File: src/lgac_pkg.sv
package lgac_pkg;

  // grid geometry
  localparam int GRID_WIDTH  = 64;
  localparam int GRID_HEIGHT = 64;
  localparam int CELLS       = GRID_WIDTH * GRID_HEIGHT;
  localparam int AW          = $clog2(CELLS);
  localparam int CW          = $clog2(GRID_WIDTH);
  localparam int RW          = $clog2(GRID_HEIGHT);

  // command codes
  localparam logic [1:0] CMD_WRITE = 2'd0;
  localparam logic [1:0] CMD_STEP  = 2'd1;
  localparam logic [1:0] CMD_READ  = 2'd2;

  // pixel: bit 3 mark, bits 2..0 color
  typedef logic [3:0] pixel_t;

  // 3x3 neighborhood, index 3*row + col from the top-left corner
  typedef pixel_t [8:0] window_t;

  typedef struct packed {
    logic [1:0] cmd;
    logic [5:0] col;
    logic [5:0] row;
    pixel_t     pixel_in;
  } item_t;

  typedef struct packed {
    pixel_t pixel_out;
    logic   op_done;
  } result_t;

endpackage

File: src/lgac_cell.sv
module lgac_cell (
  input  lgac_pkg::window_t win,
  output lgac_pkg::pixel_t  pixel
);

  localparam lgac_pkg::pixel_t WHITE = 4'b0111;
  localparam lgac_pkg::pixel_t CYAN  = 4'b0110;
  localparam lgac_pkg::pixel_t BLUE  = 4'b0100;

  logic [8:0]       alive;
  logic [3:0]       count;
  logic             mark;
  lgac_pkg::pixel_t center;

  // live flags of the whole window
  always_comb begin
    for (int i = 0; i < 9; i++) begin
      alive[i] = |win[i][2:0];
    end
  end

  // neighbor count, center excluded
  always_comb begin
    count = 4'd0;
    for (int i = 0; i < 9; i++) begin
      if (i != 4) begin
        count = count + {3'b000, alive[i]};
      end
    end
  end

  // survive on two or three, birth on three, a dead cell keeps its old mark
  assign center = win[4];
  always_comb begin
    if (alive[4]) begin
      mark = (count == 4'd2) || (count == 4'd3);
    end else if (count == 4'd3) begin
      mark = 1'b1;
    end else begin
      mark = center[3];
    end
  end

  // age colors: black to white to cyan to blue, unmarked cells go black
  always_comb begin
    if (!mark) begin
      pixel = 4'b0000;
    end else begin
      case (center[2:0])
        3'd0:    pixel = WHITE;
        3'd7:    pixel = CYAN;
        3'd6:    pixel = BLUE;
        3'd4:    pixel = BLUE;
        default: pixel = {1'b1, center[2:0]};
      endcase
    end
  end

endmodule
File: config.mk
export PLATFORM = sky130hd
export DESIGN_NAME = lgac_cell
export DESIGN_NICKNAME = d
export VERILOG_FILES = /design/src/lgac_pkg.sv /design/src/lgac_cell.sv
export SDC_FILE = /design/constraint.sdc
export NUM_CORES = 1
export LEC_CHECK = 0
export BUFFER_PORTS_ARGS = -buffer_cell sky130_fd_sc_hd__buf_2
export CAP_MARGIN = 25
export CORE_AREA = 2 2 39 41
export DETAILED_ROUTE_END_ITERATION = 12
export DIE_AREA = 0 0 41 43
export MAX_ROUTING_LAYER = met4
export SLEW_MARGIN = 10
export SYNTH_ARGS = -nofsm -noshare
export SYNTH_HDL_FRONTEND = slang
export SYNTH_SLANG_ARGS = --single-unit
File: constraint.sdc
create_clock -name vclk -period 3.3
set_input_delay 0 -clock vclk [all_inputs]
set_output_delay 0 -clock vclk [all_outputs]
set_load 0.01 [all_outputs]
==> results of run 1 <==
-- through the flow --
stage                     instance area (um^2)  cells
after floorplan                          296.5     37
after global placement                   484.2     86
after detailed placement                 484.2     86
after CTS                                519.2     86
after global routing                     519.2     86
final                                    519.2     86
-- worst min-delay path by stage --
stage / from / to / slack (ns) / depth (start not counted)
after floorplan: win[17] / pixel[3] / 0.06 / 1
after global placement: win[18] / pixel[3] / 0.30 / 3
after detailed placement: win[17] / pixel[3] / 0.31 / 3
after CTS: win[17] / pixel[3] / 0.31 / 3
after global routing: win[18] / pixel[3] / 0.33 / 3
final: win[17] / pixel[3] / 0.30 / 3
-- layout make-up --
type	count	area, um^2
fillers	150	864.6
inverters	6	22.52
multi-input cells	31	296.5
well taps	16	20.02
repair buffers	33	180.2
-- cell usage in the layout, fill, tap and decap left out, drive strengths merged --
master / synthesis / routed
a211oi: 1 / 1
a21oi: 2 / 2
a22oi: 1 / 1
a2bb2oi: 1 / 1
and4b: 1 / 1
buf: 0 / 33
fa: 4 / 4
ha: 3 / 3
inv: 6 / 6
nand2: 2 / 2
nand2b: 1 / 1
nand3: 1 / 1
nor2: 2 / 2
nor3: 4 / 4
o21ai: 3 / 3
o31a: 1 / 1
or3: 4 / 4
-- where the power goes --
group	internal [W]	switching, W	leakage [nW]
clock	0	0	0
sequential	0	0	0
combinational	0.0000622	0.0000490	0.265
-- routing by layer --
metal  GRT usage  share of wire  vias up
li1            -              -      199
met2      0.1938           0.58        4
met4           0              0        0
met1      0.1061           0.39      170
met3           0          0.027        0
met5           -              0        -
-- logic make-up (layout without fill, tap and decap cells) --
| logic type | count (synthesis) | count (layout) | share of synthesized area |
|---|---|---|---|
| AO/OA/AOI/OAI | 9 | 9 | 0.2203 |
| AND/OR/NAND/NOR | 15 | 15 | 0.2864 |
| adder cells (fa/ha/maj) | 7 | 7 | 0.4141 |
| buffers and inverters | 6 | 39 | 0.07929 |
-- what timing repair did --
item	4_1_cts	5_1_grt
setup endpoints to repair	4	4
pin swaps	8	3
cloned	0	0
resized for setup	7	0
setup buffers	0	0
-- critical path, stage by stage --
cell and delay (ns):
buf_6 0.09, or3_4 0.38, fa_1 0.54, inv_1 0.05, fa_1 0.44, fa_1 0.50, inv_2 0.05, ha_4 0.15
fa_1 0.45, and4b_1 0.20, a22oi_2 0.23, a21oi_1 0.07, nand2b_4 0.14, buf_6 0.11
==> run summary, run 1 <==
die area - 0.001763 mm^2
pins over their slew limit - 0
worst-path fanout max - 4
Leakage - 0.2646 nW
setup violators final - 3
sequential cell count - 0
antenna violations before repair - 0
CLK BUF - 0
# rows - 14
Max-cap violations - 0
Hold Violations, Final - 0
hold_buf cts - 0
PortBufs - 32
Max IR drop VDD - 0.00006835 V
Die Wd - 41 um
# DRC - 0
Total GRT Usage - 0.09774
drt first pass iters - 2
kind of critical path - in2out
post-route ant nets - 0
CP Capture Type - output pin
Placer Congestion - 0.6606
total gr overflow - 0
drt total wl - 747 um
count leader, synth - inv_1
routed len/inst - 8.686 um
max_slew headroom - 0.8155
status - finished with violations
Setup crit end - pixel[2]
CP arrival - 3.40 ns
Area contributors post-synth - fa_1 (28%), ha_1 (13%), or3_1 (8.8%), inv_1 (7.9%), nor3_1 (7.0%)
post-synth cell types - 16
failing checks - setup timing
share of layout cells above drive strength 1 - 0.5714
Avg Inst Size Synth - 7.676 um^2
Final WS setup - -0.1030 ns
Core ar. - 0.001384 mm^2
Register Area - 0 um^2
Starting Density - 0.2052
setup repair after global routing missed its margin - yes
Synth top area share - 0.2819
CP Launch Point - win[14]
Layout area overhead - 82.82%
crit start category - input port
drt via density - 4.337
Power, Total - 0.0001113 W
Final nets - 115
WP data required - 3.30 ns
vias in the first global route - 356
DP HPWL - 700.6 um
Post-Syn Area - 284.0 um^2
Syn Inst Count - 37
sequential area share after synthesis - 0
leading cell types by count after synthesis - inv_1 (6), fa_1 (4), nor3_1 (4), or3_1 (4)
via count - 373
minimum clock period after layout - 3.403 ns
setup_tns - -0.1950 ns
Final Util - 0.3752
Diodes inserted - 0
largest net degree at the start of global routing - 6
1st-iter DRT viols - 5
IO Pins - 40
Hold Slack - 0.3036 ns
worst slack, placed - -0.2726 ns
cell taking the most area after synthesis - fa_1
Power Dens Cells - 214.3 mW/mm^2
Slew @ Worst Pin - 0.2746 ns
first-pass GRT wire length - 1276 um
Highest Clock Rate - 293.9 MHz
Die Span Y - 43 um
Syn Nets - 80
Hold Path Class - in2out
crit share post-route - 1.031
Synth Warn # - 0
(Power assumes the default switching activity.)
==> run 2: changes to the inputs <==
--- a/config.mk
+++ b/config.mk
@@ -7,9 +7,9 @@
 export LEC_CHECK = 0
 export BUFFER_PORTS_ARGS = -buffer_cell sky130_fd_sc_hd__buf_2
 export CAP_MARGIN = 25
-export CORE_AREA = 2 2 39 41
+export CORE_AREA = 4 4 41 43
 export DETAILED_ROUTE_END_ITERATION = 12
-export DIE_AREA = 0 0 41 43
+export DIE_AREA = 0 0 45 47
 export MAX_ROUTING_LAYER = met4
 export SLEW_MARGIN = 10
 export SYNTH_ARGS = -nofsm -noshare
==> run 2 against run 1 <==
The flow still finishes with violations (setup timing). Routed wire length rose by 9.9%. Fmax barely moved. Die area rose by 20%. First-iteration DRC count fell by 100%. Critical path depth did not move. Highest routed layer unchanged. Non-clock buffer count did not move.
==> run summary, run 2 (synthesis gave the netlist of run 1 again) <==
status - finished with violations
failing checks - setup timing
Die Span Y - 47 um (+9.3%)
worst-path fanout max - 4 (unchanged)
Hold EP - pixel[3]
via count - 379 (+1.6%)
Layout Cells excl Fill - 85 (-1.2%)
Psw - 0.00004756 W (-3.0%)
pins over their slew limit - 0 (unchanged)
Highest Clock Rate - 293.7 MHz (about the same)
share of layout cells above drive strength 1 - 0.5571 (-0.01429)
CP arrival - 3.40 ns (about the same)
CP Capture Type - output pin
minimum clock period after layout - 3.405 ns (+0.001610 ns)
Hold Path Depth - 3 (unchanged)
# fillers - 140 (-6.7%)
drt total wl - 821 um (+9.9%)
Max stage delay on crit path - 0.53 ns (about the same)
Reg power frac - 0 (unchanged)
setup_tns - -0.2546 ns (-0.05961 ns)
setup violators final - 4 (+1)
max_slew headroom - 0.8141 (-0.001366)
setup repair after global routing missed its margin - yes
slowest CP cell - fa_1
Hold Path Class - in2out
vias in the first global route - 358 (+0.56%)
antenna violations before repair - 0 (unchanged)
cell chain of the critical path - buf_6 > or3_4 > fa_1 > inv_1 > fa_1 > fa_1 > inv_1 > ha_2 > fa_1 > and4b_1 > a22oi_2 > a21oi_1 > nand2b_4 > buf_6
1st-iter DRT viols - 0 (-5)
commonest non-fill, non-tap cell in the layout - buf_2
Sw Ratio - 0.4472 (+0.006579)
CLK BUF - 0 (unchanged)
Power Dens Cells - 209.4 mW/mm^2 (-2.3%)
Max IR drop VDD - 0.0001155 V (+69%)
Diodes inserted - 0 (unchanged)
commonest cells after routing, fill and taps aside - buf_2 (30), inv_1 (6), nor3_1 (4), fa_1 (4), o21ai_0 (3)
min-delay src - win[18]
post-route ant nets - 0 (unchanged)
Placed Cells - 85 (-1.2%)
Starting Density - 0.2183 (+0.01303)
largest net degree at the start of global routing - 6 (unchanged)
# Post-CTS Setup Buffers - 0 (unchanged)
PortBufs - 32 (unchanged)
stages on the worst setup path - 14 (unchanged)
Total GRT Usage - 0.08742 (-0.01032)
Logic pwr share - 1.000 (about the same)
Final Util - 0.3904 (+0.01516)
drt via density - 4.459 (+2.8%)
Register Area - 0 um^2 (unchanged)
hold_buf cts - 0 (unchanged)
Cell Int Power - 0.00005879 W (-5.5%)
Leakage - 0.2628 nW (-0.66%)
kind of critical path - in2out
CP dominant cell by count - fa_1
Layout area overhead - 78.85%
Worst Path Buf+Inv - 4 (unchanged)
Placer Congestion - 0.7589 (+15%)
crit share post-route - 1.032 (about the same)
total gr overflow - 0 (unchanged)
# rows - 13 (-1)
Die Wd - 45 um (+9.8%)
first-pass GRT wire length - 1442 um (+13%)
die area - 0.002115 mm^2 (+20%)
crit start category - input port
Clk pwr share - 0 (unchanged)
Final WS setup - -0.1046 ns (-0.001610 ns)
Max-cap violations - 0 (unchanged)
Top delay family on crit path - adder cells
Hold Violations, Final - 0 (unchanged)
Final nets - 115 (unchanged)
routed len/inst - 9.659 um (+11%)
IO Pins - 40 (unchanged)
Core ar. - 0.001301 mm^2 (-6.0%)
Slew @ Worst Pin - 0.2767 ns (+0.002034 ns)
WP data required - 3.30 ns (about the same)
# DRC - 0 (unchanged)
drt first pass iters - 1 (-1)
sequential cell count - 0 (unchanged)
## run 2: cell count changes in the layout (fill, tap and decap cells not counted)
cell,previous run,this run
ha_2,0,1
ha_4,1,0
inv_1,5,6
inv_2,1,0
## run 2: final cells by class
class	instances	area, um^2	area share
tap	15	18.77	0.03695
timing repair buffer	33	180.2	0.3547
multi-input combinational	31	286.5	0.5640
inverter	6	22.52	0.04433
## run 2: metal layers
layer | up-vias | share of wire | wire length (um) | track usage
met3 | 0 | 0.060 | 49 | 0.01149
li1 | 199 | - | - | -
met5 | - | 0 | 0 | -
met4 | 0 | 0 | 0 | 0
met2 | 7 | 0.55 | 451 | 0.1497
met1 | 173 | 0.39 | 320 | 0.1164
## run 2: repair_timing
action	in CTS	in global routing
hold endpoints to repair	0	0
pin swaps	6	3
endpoints found under the setup margin	4	4
resized for setup	5	0
## run 2: stage by stage
step	power (W)	worst slack, ns	hold slack (ns)	instance area [um^2]
finish	0.0001064	-0.1046	0.3035	508.0
floorplan	0.00006095	0.001552	0.05958	296.5
global route	0.0001218	-0.2269	0.3224	508.0
global placement	0.0001004	-0.2451	0.3070	483.0
detailed placement	0.0001019	-0.2508	0.3043	483.0
CTS	0.0001091	-0.2090	0.3048	508.0
## run 2: worst max-delay path by stage
stage	slack (ns)	to	from
finish	-0.10	pixel[2]	win[14]
global route	-0.23	pixel[2]	win[14]
CTS	-0.21	pixel[2]	win[14]
detailed placement	-0.25	pixel[2]	win[1]
global placement	-0.25	pixel[2]	win[1]
floorplan	0.002	pixel[0]	win[1]
## run 2: power by group through the flow
| stage | sequential (W) | clock, W | combinational [W] |
|---|---|---|---|
| finish | 0 | 0 | 0.000106 |
| global route | 0 | 0 | 0.000122 |
| CTS | 0 | 0 | 0.000109 |
| global placement | 0 | 0 | 0.000100 |
| floorplan | 0 | 0 | 0.0000610 |
| detailed placement | 0 | 0 | 0.000102 |
